===== src/rtl/gfa_pkg.sv =====
// Shared types and constants for the GF(2^m) polynomial-basis ALU.
// Used by gfa_mul, gfa_seq and galois_field_alu; depends on nothing.
package gfa_pkg;

   localparam int FIELD_DEGREE = 8;
   localparam int ELEM_W       = FIELD_DEGREE;
   localparam int MOD_W        = FIELD_DEGREE + 1;

   localparam logic [MOD_W-1:0] MODULUS_RESET = MOD_W'(283);

   typedef logic [ELEM_W-1:0] elem_type;
   typedef logic [MOD_W-1:0]  modulus_type;

   typedef enum logic [1:0] {
      OP_ADD = 2'd0,
      OP_SUB = 2'd1,
      OP_MUL = 2'd2,
      OP_DIV = 2'd3
   } opcode_type;

   typedef enum logic [1:0] {
      ST_IDLE,
      ST_EXEC,
      ST_SEARCH,
      ST_FINAL
   } state_type;

   // sequencer -> datapath
   typedef struct packed {
      logic sel_cand_x;   // multiplier x input takes the trial candidate
      logic sel_cand_y;   // multiplier y input takes the found inverse
      logic rsp_load;     // capture a result into the output register
      logic rsp_err;      // result is an error (value forced to zero)
      logic rsp_xor;      // result is a ^ b rather than the product
   } ctrl_type;

   // datapath -> sequencer
   typedef struct packed {
      logic       start;
      opcode_type op;
      logic       divisor_zero;
      logic       prod_one;
   } status_type;

endpackage


===== src/rtl/galois_field_alu.sv =====
// Top level of the GF(2^8) polynomial-basis ALU: operand, modulus and result
// registers around the shared multiplier. Depends on gfa_pkg, gfa_mul, gfa_seq.
//
//  channel  | ports                                     | transfer when
//  ---------+-------------------------------------------+---------------------
//  request  | start, busy, req_opcode/operand_a/b       | start && !busy
//  response | rsp_strobe, rsp_result_value/error_flag   | rsp_strobe (1 cycle)
//  csr      | csr_valid, csr_ready, csr_modulus_poly    | csr_valid && csr_ready
//
// Add, subtract, multiply, divide by zero: EXEC loads the result, and the strobe
// is registered from that load. Divide: one multiplier pass per trial candidate
// from zero in SEARCH; FINAL loads a times the found inverse, or an error loads
// if a nonzero divisor has none. busy drops in the strobe cycle, so the next
// request may transfer then. Synchronous reset restores modulus x^8+x^4+x^3+x+1.
// The receiver cannot stall; each result shows for exactly one cycle.
module galois_field_alu (
   input  logic                 clock,
   input  logic                 reset,
   input  logic                 start,
   output logic                 busy,
   input  logic [1:0]           req_opcode,
   input  gfa_pkg::elem_type    req_operand_a,
   input  gfa_pkg::elem_type    req_operand_b,
   output logic                 rsp_strobe,
   output gfa_pkg::elem_type    rsp_result_value,
   output logic                 rsp_error_flag,
   input  logic                 csr_valid,
   output logic                 csr_ready,
   input  gfa_pkg::modulus_type csr_modulus_poly
);

   gfa_pkg::opcode_type  op_ff;
   gfa_pkg::elem_type    a_ff, b_ff;
   gfa_pkg::modulus_type modulus_ff;
   logic                 rsp_strobe_ff;
   gfa_pkg::elem_type    rsp_value_ff, rsp_value_in;
   logic                 rsp_error_ff;

   gfa_pkg::ctrl_type    ctrl;
   gfa_pkg::status_type  status;
   gfa_pkg::elem_type    cand;
   gfa_pkg::elem_type    mul_x, mul_y, product;
   logic                 accept;

   assign accept    = start && !busy;
   assign csr_ready = 1'b1;

   always_ff @(posedge clock) begin
      if (accept) begin
         op_ff <= gfa_pkg::opcode_type'(req_opcode);
         a_ff  <= req_operand_a;
         b_ff  <= req_operand_b;
      end
   end

   always_ff @(posedge clock) begin
      if (reset) begin
         modulus_ff <= gfa_pkg::MODULUS_RESET;
      end else if (csr_valid && csr_ready) begin
         modulus_ff <= csr_modulus_poly;
      end
   end

   assign mul_x = ctrl.sel_cand_x ? cand : a_ff;
   assign mul_y = ctrl.sel_cand_y ? cand : b_ff;

   gfa_mul u_mul (
      .x        (mul_x),
      .y        (mul_y),
      .poly_low (modulus_ff[gfa_pkg::ELEM_W-1:0]),
      .product  (product)
   );

   assign status.start        = start;
   assign status.op           = op_ff;
   assign status.divisor_zero = (b_ff == '0);
   assign status.prod_one     = (product == gfa_pkg::ELEM_W'(1));

   gfa_seq u_seq (
      .clock  (clock),
      .reset  (reset),
      .status (status),
      .ctrl   (ctrl),
      .cand   (cand),
      .busy   (busy)
   );

   always_comb begin
      if (ctrl.rsp_err) begin
         rsp_value_in = '0;
      end else if (ctrl.rsp_xor) begin
         rsp_value_in = a_ff ^ b_ff;
      end else begin
         rsp_value_in = product;
      end
   end

   always_ff @(posedge clock) begin
      if (reset) begin
         rsp_strobe_ff <= 1'b0;
      end else begin
         rsp_strobe_ff <= ctrl.rsp_load;
      end
   end

   always_ff @(posedge clock) begin
      if (ctrl.rsp_load) begin
         rsp_value_ff <= rsp_value_in;
         rsp_error_ff <= ctrl.rsp_err;
      end
   end

   assign rsp_strobe       = rsp_strobe_ff;
   assign rsp_result_value = rsp_value_ff;
   assign rsp_error_flag   = rsp_error_ff;

`ifndef NO_ASSERTIONS
   a_strobe_after_busy: assert property (@(posedge clock) disable iff (reset)
      rsp_strobe |-> $past(busy))
      else $error("result strobe without a request in flight");

   a_error_zero: assert property (@(posedge clock) disable iff (reset)
      (rsp_strobe && rsp_error_flag) |-> (rsp_result_value == '0))
      else $error("error result carries a nonzero value");

   a_error_only_divide: assert property (@(posedge clock) disable iff (reset)
      (rsp_strobe && rsp_error_flag) |-> (op_ff == gfa_pkg::OP_DIV))
      else $error("error flagged on a non-divide operation");

   a_fast_ops_latency: assert property (@(posedge clock) disable iff (reset)
      (start && !busy && (req_opcode != gfa_pkg::OP_DIV)) |-> ##2 rsp_strobe)
      else $error("add, subtract or multiply result late");
`endif

endmodule


===== src/rtl/gfa_mul.sv =====
// Shared GF(2^m) multiplier: carry-less product reduced by a monic modulus.
// Depends on gfa_pkg for element widths.
module gfa_mul (
   input  gfa_pkg::elem_type x,
   input  gfa_pkg::elem_type y,
   input  gfa_pkg::elem_type poly_low,
   output gfa_pkg::elem_type product
);

   // MSB-first Horner form: multiply by x and reduce, then add x if y bit set
   always_comb begin
      gfa_pkg::elem_type acc;
      acc = '0;
      for (int i = gfa_pkg::ELEM_W - 1; i >= 0; i--) begin
         acc = {acc[gfa_pkg::ELEM_W-2:0], 1'b0}
             ^ (acc[gfa_pkg::ELEM_W-1] ? poly_low : '0)
             ^ (y[i] ? x : '0);
      end
      product = acc;
   end

endmodule


===== src/rtl/gfa_seq.sv =====
// Sequencer: runs one item through the shared multiplier or the a ^ b path,
// including the trial-inverse search for divide. Depends on gfa_pkg.
module gfa_seq (
   input  logic                 clock,
   input  logic                 reset,
   input  gfa_pkg::status_type  status,
   output gfa_pkg::ctrl_type    ctrl,
   output gfa_pkg::elem_type    cand,
   output logic                 busy
);

   gfa_pkg::state_type state_ff, state_in;
   gfa_pkg::elem_type  cand_ff, cand_in;

   always_ff @(posedge clock) begin
      if (reset) begin
         state_ff <= gfa_pkg::ST_IDLE;
      end else begin
         state_ff <= state_in;
      end
   end

   always_ff @(posedge clock) begin
      cand_ff <= cand_in;
   end

   always_comb begin
      state_in = state_ff;
      cand_in  = cand_ff;
      ctrl     = '0;
      case (state_ff)
         gfa_pkg::ST_IDLE: begin
            if (status.start) begin
               state_in = gfa_pkg::ST_EXEC;
            end
         end
         gfa_pkg::ST_EXEC: begin
            case (status.op)
               gfa_pkg::OP_ADD, gfa_pkg::OP_SUB: begin
                  ctrl.rsp_load = 1'b1;
                  ctrl.rsp_xor  = 1'b1;
                  state_in      = gfa_pkg::ST_IDLE;
               end
               gfa_pkg::OP_MUL: begin
                  ctrl.rsp_load = 1'b1;
                  state_in      = gfa_pkg::ST_IDLE;
               end
               default: begin
                  if (status.divisor_zero) begin
                     ctrl.rsp_load = 1'b1;
                     ctrl.rsp_err  = 1'b1;
                     state_in      = gfa_pkg::ST_IDLE;
                  end else begin
                     cand_in  = '0;
                     state_in = gfa_pkg::ST_SEARCH;
                  end
               end
            endcase
         end
         gfa_pkg::ST_SEARCH: begin
            ctrl.sel_cand_x = 1'b1;
            if (status.prod_one) begin
               // hold the candidate: it is the inverse
               state_in = gfa_pkg::ST_FINAL;
            end else if (&cand_ff) begin
               ctrl.rsp_load = 1'b1;
               ctrl.rsp_err  = 1'b1;
               state_in      = gfa_pkg::ST_IDLE;
            end else begin
               cand_in = cand_ff + 1'b1;
            end
         end
         gfa_pkg::ST_FINAL: begin
            ctrl.sel_cand_y = 1'b1;
            ctrl.rsp_load   = 1'b1;
            state_in        = gfa_pkg::ST_IDLE;
         end
         default: begin
            state_in = gfa_pkg::ST_IDLE;
         end
      endcase
   end

   assign cand = cand_ff;
   assign busy = (state_ff != gfa_pkg::ST_IDLE);

endmodule

===== config.mk =====
export PLATFORM = sky130hd
export DESIGN_NAME = galois_field_alu
export DESIGN_NICKNAME = d
export VERILOG_FILES = /design/src/rtl/gfa_pkg.sv /design/src/rtl/galois_field_alu.sv /design/src/rtl/gfa_mul.sv /design/src/rtl/gfa_seq.sv
export SDC_FILE = /design/constraint.sdc
export NUM_CORES = 1
export LEC_CHECK = 0
export BUFFER_PORTS_ARGS = -buffer_cell sky130_fd_sc_hd__buf_2
export CELL_PAD_IN_SITES_DETAIL_PLACEMENT = 0
export CELL_PAD_IN_SITES_GLOBAL_PLACEMENT = 2
export CORE_UTILIZATION = 38
export CTS_BUF_LIST = sky130_fd_sc_hd__clkbuf_4 sky130_fd_sc_hd__clkbuf_8
export CTS_CLUSTER_DIAMETER = 150
export DETAILED_ROUTE_END_ITERATION = 10
export PLACE_DENSITY_LB_ADDON = 0.1
export SLEW_MARGIN = 30
export SYNTH_ARGS = -nofsm -noshare
export SYNTH_HDL_FRONTEND = slang
export SYNTH_SLANG_ARGS = --single-unit

===== constraint.sdc =====
create_clock -name clock -period 6.1 [get_ports clock]
set_input_delay 0.915 -clock clock [delete_from_list [all_inputs] [get_ports clock]]
set_output_delay 0.915 -clock clock [all_outputs]
set_load 0.005 [all_outputs]

==> flow_metrics.tcl, run 1 <==
set metrics [dict create \
    status "completed" \
    utilization 0.456 \
    h-tree-depth 2 \
    cp_max_fo 11 \
    final_nets 615 \
    synth_nets 540 \
    crit_type "reg -> reg" \
    clk_latency_ps 300 \
    design_area_um2 5210 \
    avgSynthCellArea_um2 8.83 \
    synthCells 503 \
    clk_path_buf_depth 2 \
    r2r_start "u_seq.state_ff[0]" \
    power_density_nw_per_um2 321 \
    grt_pass1_vias 3569 \
    drive_gt1_frac 0.233 \
    place.gp.congestion 0.843 \
    setup_viol 0 \
    timing.final.crit_share 0.913 \
    root_buffer "clkbuf_8" \
    cts_hold_buffers 0 \
    path_delay_family "compound AO/OA/AOI/OAI gates" \
    netlist-cell-type-count 69 \
    whs_ps 658 \
    area_growth_syn_to_layout_pct 17.2 \
    vias 3837 \
    cts_buffers 5 \
    diodes 0 \
    drt_pass1_iterations 4 \
    relSlewSlack 0.401 \
    row_count 39 \
    post_drt_wl_per_cell_um 17.3 \
    cp_data_arrival_time_ps 5670 \
    r2r_setup_slack_ps 530 \
    ys_ff_latch 46 \
    grt_pass1_wl_um 19500 \
    post-place-ws_ps 370 \
    multi_input_area_um2 3000 \
    crit_slowest_cell "ha_1" \
    startpoint "u_seq.state_ff[0]" \
    core_um2 11400 \
    ys.warnings.count 0 \
    antenna_found_initial 0 \
    ys_seq_area_frac 0.286 \
    worst_ep_required_time_ps 6200 \
    max_freq_mhz 180 \
    synth_ff_type "edfxtp_1" \
    routed_via_density 5.31 \
    cts_tree "done" \
    worstMarginPinSlew_ps 873 \
    clock_sinks 46 \
    worst_slack_ps 529 \
    leakage_nw 2.07 \
    grt_start_max_net_pins 21 \
    startpoint_type "flip-flop" \
    syn_area_um2 4440 \
    hold_viol 0 \
    crit_path_cell_trace "inv_1 > ha_1 > mux2i_1 > buf_4 > nor2_1 > o211ai_2 > and2_1 > o32ai_1 > o31ai_1 > a32oi_1 > a211oi_2 > buf_4 > mux2i_1 > buf_4 > a211oi_1 > a221oi_1 > buf_4 > xnor2_1 > nand4b_1 > buf_4 > o211ai_2 > buf_4 > a21boi_4 > a211oi_1" \
    dp_cells 714 \
    end_kind "flip-flop" \
    die_y_um 110 \
    slowest_delay_ps 540 \
    cpMostUsedCell "buf_4" \
    tns_ps 0 \
    layout.area.seq_um2 1270 \
    drtAntennaViolNets 0 \
    fin_skew_ps 7.03 \
    total_power_mw 1.67 \
    fill_cells 1156 \
    drt_first_iter_violations 261 \
    finalCriticalPeriod_ps 5570 \
    drv_slew 0 \
    dpl_cell_area_um2 5090 \
    hold_class "reg -> reg" \
    ir_drop_mv 0.159 \
    io_buffer_count 40 \
    boundaryPins 43 \
    clk_pin_slew_worst_paths_ps 80 \
    dp_hpwl_um 10000 \
    rsz0062_at_grt "false" \
    synthArstFlopShare 0 \
    worstHoldStart "u_seq.state_ff[1]" \
    die_w_um 110 \
    synth_edf_count 35 \
    track_usage 0.215 \
    drc 0 \
    path_buf_inv 7 \
    start_util 0.389 \
    overflow 0 \
    routed_wl_um 12500 \
    maxCapViolCount 0 \
    die_area_um2 12100 \
    instances_no_fill 722 \
]
cells in the final DEF, fill, tap and decap left out, drive strengths merged, types with 3 or more instances in the layout:
master | netlist | routed
nand2b | 4 | 4
and2 | 8 | 8
xor2 | 21 | 21
a21boi | 3 | 3
o21ai | 16 | 16
edfxtp | 35 | 35
a21oi | 26 | 26
ha | 6 | 6
nand2 | 39 | 39
clkbuf | 12 | 5
a211oi | 19 | 19
nor2 | 91 | 91
a221oi | 4 | 4
nand3 | 11 | 11
o211ai | 6 | 6
dfxtp | 11 | 11
a311oi | 3 | 3
a32oi | 3 | 3
a22oi | 3 | 3
a22o | 3 | 3
nor4 | 6 | 6
buf | 12 | 92
inv | 12 | 13
xnor2 | 62 | 62
xnor3 | 7 | 7
nor3 | 7 | 7
mux2i | 27 | 27
or2 | 4 | 4
and3 | 8 | 8
mux2 | 5 | 5
flip-flops by register name, summed over array words and instances (netlist names):
signal and flops:
a_ff 8, b_ff 8, modulus_ff 8, rsp_result_value 8, u_seq.cand 8, op_ff 2, u_seq.state_ff 2, rsp_error_flag 1
rsp_strobe 1
cell type report:
class	instances	area share
flip-flops and latches	46	0.244
well taps	143	0.0344
multi-input cells	420	0.577
repair buffers	92	0.113
clock buffers	5	0.0132
inverters	13	0.00937
clock inverters	3	0.00841
worst min-delay path, stage by stage (launching register included):
cell and delay, ps:
dfxtp_1 350, buf_4 130, a32o_1 140
cells by family (layout without fill, tap and decap cells):
logic type / after synthesis / in the layout / synth area share
buf+inv: 37 / 113 / 0.0394
other cells: 1 / 1 / 0.000844
compound gates: 106 / 106 / 0.179
flops: 46 / 46 / 0.286
fa+ha+maj: 6 / 6 / 0.0169
xor+xnor: 90 / 90 / 0.206
mux: 32 / 32 / 0.0870
simple gates: 185 / 185 / 0.184
worst paths after layout:
check	end	depth (start not counted)
worst min-delay path	u_seq.state_ff[1]	2
worst max-delay path	rsp_result_value[0]	24
worst max register to register	rsp_result_value[0]	24
worst min register to register	u_seq.state_ff[1]	2
power breakdown:
group	internal [mW]	switching [mW]	total, mW
clock	0.123	0.102	0.225
combinational	0.505	0.527	1.03
sequential	0.388	0.0287	0.416
what timing repair did:
action	CTS	global route
gates resized for setup	0	2
endpoints found under the setup margin	0	18
buffers inserted	0	0
Yosys cell counts, types with 4 or more instances:
master / number / area share
a211oi_1: 17 / 0.029
a21oi_1: 25 / 0.028
and2_1: 8 / 0.011
and3_1: 8 / 0.011
buf_2: 5 / 0.0056
clkbuf_1: 12 / 0.010
dfxtp_1: 11 / 0.050
edfxtp_1: 35 / 0.24
ha_1: 6 / 0.017
inv_1: 12 / 0.010
mux2_2: 4 / 0.010
mux2i_1: 19 / 0.043
mux2i_2: 5 / 0.015
nand2_1: 38 / 0.032
nand2b_1: 4 / 0.0056
nand3_1: 11 / 0.012
nor2_1: 91 / 0.077
nor3_1: 7 / 0.0079
nor4_1: 6 / 0.0084
o211ai_1: 4 / 0.0068
o21ai_0: 14 / 0.016
or2_2: 4 / 0.0056
xnor2_1: 59 / 0.12
xnor3_1: 5 / 0.025
xor2_1: 20 / 0.039
routing by layer:
layer / global-route usage / vias up / share of wire
met3: 0.0312 / 7 / 0.050
met5: 0 / - / 0
met4: 0.0320 / 0 / 0.0063
met1: 0.315 / 1788 / 0.50
li1: - / 1941 / -
met2: 0.340 / 101 / 0.44
No activity file was read; power rests on OpenSTA's default activity.
==> run 2: changes to the inputs <==
- PLACE_DENSITY: not set -> 0.87
- PLACE_DENSITY_LB_ADDON: 0.1 -> not set
==> flow_metrics.tcl, run 2 (same netlist as run 1, synthesis figures left out) <==
set metrics [dict create \
    end_kind "flip-flop" \
    setup_viol 0 \
    hold_viol 0 \
    maxCapViolCount 0 \
    timing.final.crit_share 0.928 \
    cts_buffers 5 \
    post_drt_wl_per_cell_um 17.0 \
    clk_latency_ps 300 \
    vias 3838 \
    tns_ps 0 \
    routed_via_density 5.46 \
    overflow 0 \
    cpMostUsedCell "nor4_1" \
    area_growth_syn_to_layout_pct 14.1 \
    root_buffer "clkbuf_8" \
    diodes 0 \
    worst_ep_required_time_ps 6040 \
    crit_path_cell_trace "inv_1 > ha_1 > mux2i_2 > nand3_1 > a211o_1 > and3_1 > nor4_1 > nor4_1 > nor4_1 > a211oi_2 > buf_4 > xnor2_2 > buf_4 > o22ai_1 > a311oi_1 > xnor2_1 > nand4b_1 > nor2_1 > a2bb2oi_1 > a21oi_2" \
    start_util 0.389 \
    final_nets 596 \
    power_density_nw_per_um2 318 \
    layout_common_cells "nor2_1 (91), xnor2_1 (59), buf_2 (40)" \
    place.gp.congestion 0.898 \
    drv_slew 0 \
    cts_tree "done" \
    max_freq_mhz 177 \
    routed_wl_um 12000 \
    core_um2 11400 \
    worstMarginPinSlew_ps 882 \
    finalCriticalPeriod_ps 5660 \
    drt_pass1_iterations 5 \
    dpl_cell_area_um2 4940 \
    drt_first_iter_violations 198 \
    h-tree-depth 2 \
    boundaryPins 43 \
    min_path_cells 1 \
    startpoint_type "flip-flop" \
    grt_pass1_vias 3622 \
    cp_data_arrival_time_ps 5600 \
    clk_path_buf_depth 2 \
    cp_max_fo 11 \
    whs_ps 628 \
    leakage_nw 1.97 \
    fill_cells 1126 \
    dp_cells 695 \
    rsz0062_at_grt "false" \
    die_y_um 110 \
    crit_slowest_cell "ha_1" \
    drive_gt1_frac 0.209 \
    row_count 39 \
    r2r_cells 20 \
    grt_start_max_net_pins 22 \
    layout.area.seq_um2 1270 \
    layout_commonest_cell "nor2_1" \
    io_buffer_count 40 \
    ir_drop_mv 0.171 \
    status "completed" \
    crit_type "reg -> reg" \
    hold_class "reg -> reg" \
    multi_input_area_um2 3010 \
    slowest_delay_ps 530 \
    die_area_um2 12100 \
    die_w_um 110 \
    relSlewSlack 0.395 \
    clk_pin_slew_worst_paths_ps 90 \
    clock_sinks 46 \
    dp_hpwl_um 9480 \
    drc 0 \
    antenna_found_initial 0 \
    drtAntennaViolNets 0 \
    fin_skew_ps 12.9 \
    track_usage 0.207 \
    grt_pass1_wl_um 19000 \
    instances_no_fill 703 \
    design_area_um2 5070 \
]
run 2: cell count changes in the layout (fill, tap and decap cells not counted):
cell        change
buf_4          -19
clkbuf_4        +1
clkinv_2        -1
clkinvlp_4      +1
inv_6           -1
mux2i_1         -1
mux2i_2         +1
run 2: layout make-up:
cell class,count,share of cell area
Multi-Input combinational cell,420,0.593
Sequential cell,46,0.251
Timing Repair Buffer,73,0.0884
Tap cell,143,0.0353
Clock buffer,6,0.0151
Inverter,13,0.00963
Clock inverter,2,0.00741
run 2: critical path: cells and delay by family, from the launching register on:
family / cells / cell delay (ps)
simple gates: 7 / 1620
compound gates: 6 / 1520
fa+ha+maj: 1 / 530
buf+inv: 3 / 480
mux: 1 / 410
flops: 1 / 370
xor+xnor: 2 / 370
run 2: worst paths after layout:
path                                         from           endpoint  slack, ps
worst min register to register  u_seq.state_ff[1]  u_seq.state_ff[1]        630
worst max-delay path            u_seq.state_ff[0]      u_seq.cand[1]        440
worst max register to register  u_seq.state_ff[0]      u_seq.cand[1]        440
worst min-delay path            u_seq.state_ff[1]  u_seq.state_ff[1]        630
run 2: routing by layer:
metal / share of wire / vias up / wire (um) / global-route usage
met5: 0 / - / 0 / 0
met4: 0.029 / 0 / 346 / 0.0658
met3: 0.042 / 22 / 507 / 0.0276
met2: 0.45 / 113 / 5380 / 0.335
met1: 0.48 / 1804 / 5750 / 0.284
li1: - / 1899 / - / -
run 2: stage by stage:
stage	power (mW)	util	setup slack [ps]
3_5_place_dp	1.38	0.433	249
3_3_place_gp	1.36	0.433	347
6_report	1.61	0.444	438
4_1_cts	1.62	0.443	186
5_1_grt	1.72	0.444	46.5
2_1_floorplan	1.12	-	1060
run 2: where the power goes:
group          switching (mW)  internal [mW]
logic                   0.505          0.453
clock network           0.107          0.127
registers              0.0309          0.388
run 2: timing repair:
item                                    4_1_cts  5_1_grt
hold buffers                                  0        0
endpoints found under the setup margin        0       18
resized for setup                             0        2
setup buffers                                 0        0
==> run 3: changes to the inputs <==
- ABC_AREA: not set -> 1
- CORE_UTILIZATION: 38 -> 33
- SYNTH_HIERARCHICAL: not set -> 1
==> flow_metrics.tcl, run 3 <==
set metrics [dict create \
    drive_gt1_frac 0.135 \
    antenna_found_initial 0 \
    yosysMostFrequentCell "nand2_1" \
    cp_num_cells 37 \
    worstMarginPinSlew_ps 972 \
    cts-resized-gates 0 \
    dp_hpwl_um 10000 \
    synthCells 761 \
    clk_path_buf_depth 2 \
    clk_latency_ps 310 \
    grt_pass1_vias 4455 \
    drv_slew 0 \
    syn_area_um2 4630 \
    max_freq_mhz 184 \
    relSlewSlack 0.345 \
    worstHoldStart "u_seq/state_ff[0]" \
    instances_no_fill 975 \
    r2r_start "u_seq/state_ff[0]" \
    cp_data_arrival_time_ps 5390 \
    yosysTopAreaCell "nand2_1" \
    netlist.area_leader.share 0.234 \
    ys.warnings.count 6 \
    synthMuxAreaShare 0 \
    ys_seq_area_frac 0.275 \
    area_growth_syn_to_layout_pct 10.4 \
    cp_max_fo 23 \
    cts_tree "done" \
    end_kind "flip-flop" \
    setup_viol 0 \
    root_buffer "clkbuf_8" \
    row_count 42 \
    cpMostUsedCell "nand2_1" \
    tns_ps 0 \
    final_nets 835 \
    dp_cells 967 \
    ys_ff_latch 46 \
    holdPathEnd "u_seq/state_ff[0]" \
    core_um2 13500 \
    routed_via_density 4.70 \
    die_w_um 120 \
    clock_sinks 46 \
    r2r_cells 37 \
    min_path_cells 2 \
    start_util 0.344 \
    avgSynthCellArea_um2 6.08 \
    drc 0 \
    clk_pin_slew_worst_paths_ps 100 \
    synth_common_cells "nand2_1 (288), inv_1 (115), nand3_1 (79)" \
    netlist-cell-type-count 36 \
    die_y_um 120 \
    synth_compound_area_frac 0.0630 \
    path_delay_family "simple AND/OR/NAND/NOR gates" \
    layout_common_cells "nand2_1 (288), inv_1 (115), nand3_1 (79)" \
    synth-simple-area-share 0.447 \
    synth_xor_area_frac 0.0579 \
    overflow 0 \
    r2r_setup_slack_ps 650 \
    grt_start_max_net_pins 24 \
    post_drt_wl_per_cell_um 12.8 \
    power_density_nw_per_um2 573 \
    layout_commonest_cell "nand2_1" \
    synth_nets 798 \
    vias 4584 \
    worst_ep_required_time_ps 6040 \
    path_buf_inv 10 \
    io_buffer_count 40 \
    synth_edf_count 35 \
    synthArstFlopShare 0 \
    status "completed" \
    slowest_delay_ps 660 \
    synth_top_family_by_area "simple AND/OR/NAND/NOR gates" \
    fin_skew_ps 9.70 \
    drt_first_iter_violations 286 \
    place.gp.congestion 0.827 \
    ir_drop_mv 0.280 \
    synth_fa_ha_area_frac 0.0162 \
    track_usage 0.187 \
    synth_ff_type "edfxtp_1" \
    crit_type "reg -> reg" \
    hold_class "reg -> reg" \
    startpoint_type "flip-flop" \
    cts_hold_buffers 0 \
    maxCapViolCount 0 \
    r2r-end "rsp_result_value[1]" \
    boundaryPins 43 \
    cts_buffers 5 \
    drtAntennaViolNets 0 \
    drt_pass1_iterations 5 \
    leakage_nw 2.75 \
    synth_area_leaders "nand2_1 (23%), edfxtp_1 (23%), inv_1 (9.3%)" \
    timing.final.crit_share 0.893 \
    rsz0062_at_grt "false" \
    finalCriticalPeriod_ps 5450 \
    grt_pass1_wl_um 21300 \
    routed_wl_um 12400 \
    die_area_um2 14500 \
    crit_slowest_cell "nor2_1" \
    diodes 0 \
    hold_viol 0 \
    cts_setup_buffers 0 \
    h-tree-depth 2 \
]
[run 3: cell count changes in the layout (fill, tap and decap cells not counted), moves of 17 or more]
cell | before | now
nand2_1 | 38 | 288
mux2i_1 | 18 | 0
inv_1 | 12 | 115
nand4_1 | 1 | 19
a211oi_1 | 17 | 0
xnor2_1 | 59 | 15
nand3_1 | 11 | 79
nor2_1 | 91 | 52
[run 3: cell families (layout without fill, tap and decap cells)]
group                      after synthesis  count (layout)
other                                    1               1
AOI/OAI and AO/OA                       53              53
and+or+nand+nor                        474             474
xor gates and xnor gates                29              29
buffers and inverters                  152             190
adders and majority gates                6               6
DFF                                     46              46
[run 3: final cells by class]
| cell class | count | area (um2) |
|---|---|---|
| clock buffer | 5 | 68.8 |
| sequential | 46 | 1270 |
| inverter | 121 | 454 |
| clock inverter | 3 | 27.5 |
| multi-input combinational | 563 | 2710 |
| timing repair buffer | 61 | 358 |
| fill | 1513 | 8340 |
| tap | 176 | 220 |
[run 3: power by group]
part | internal (mW) | switching (mW)
sequential | 0.467 | 0.0571
clock | 0.0850 | 0.119
combinational | 0.778 | 1.42
[run 3: per-stage QoR]
step                setup WS (ps)  cell area [um2]   util  total power [mW]  hold slack (ps)
floorplan                    1690             4630      -              2.30              424
global placement              724             5010  0.373              2.69              536
detailed placement            654             5010  0.373              2.72              540
CTS                           606             5110  0.380              2.95              552
global route                 9.02             5110  0.380              3.33              609
finish                        654             5110  0.380              2.93              551
[run 3: routing by layer]
metal,global-route usage,part of all wire,wire length [um],up-vias
met4,0.0625,0.026,328,0
met2,0.325,0.46,5760,96
met1,0.241,0.48,5940,2032
li1,-,-,-,2440
met3,0.0170,0.033,406,16
met5,0,0,0,-
[run 3: worst max path at each step]
| stage | startpoint | endpoint | slack [ps] |
|---|---|---|---|
| 3_3_place_gp | u_seq/state_ff[0] | rsp_result_value[2] | 720 |
| 3_5_place_dp | u_seq/state_ff[0] | rsp_result_value[2] | 650 |
| 4_1_cts | u_seq/state_ff[0] | rsp_result_value[1] | 610 |
| 5_1_grt | u_seq/state_ff[0] | rsp_result_value[2] | 9 |
| 6_report | u_seq/state_ff[0] | rsp_result_value[1] | 650 |
| 2_1_floorplan | u_seq/state_ff[0] | rsp_error_flag | 1690 |
[run 3: worst register-to-register path: cells and delay by family, from the launching register on]
family / cells / cell delay, ps
simple gates: 25 / 3220
buf+inv: 10 / 1080
flops: 1 / 400
fa+ha+maj: 1 / 220
compound gates: 1 / 160
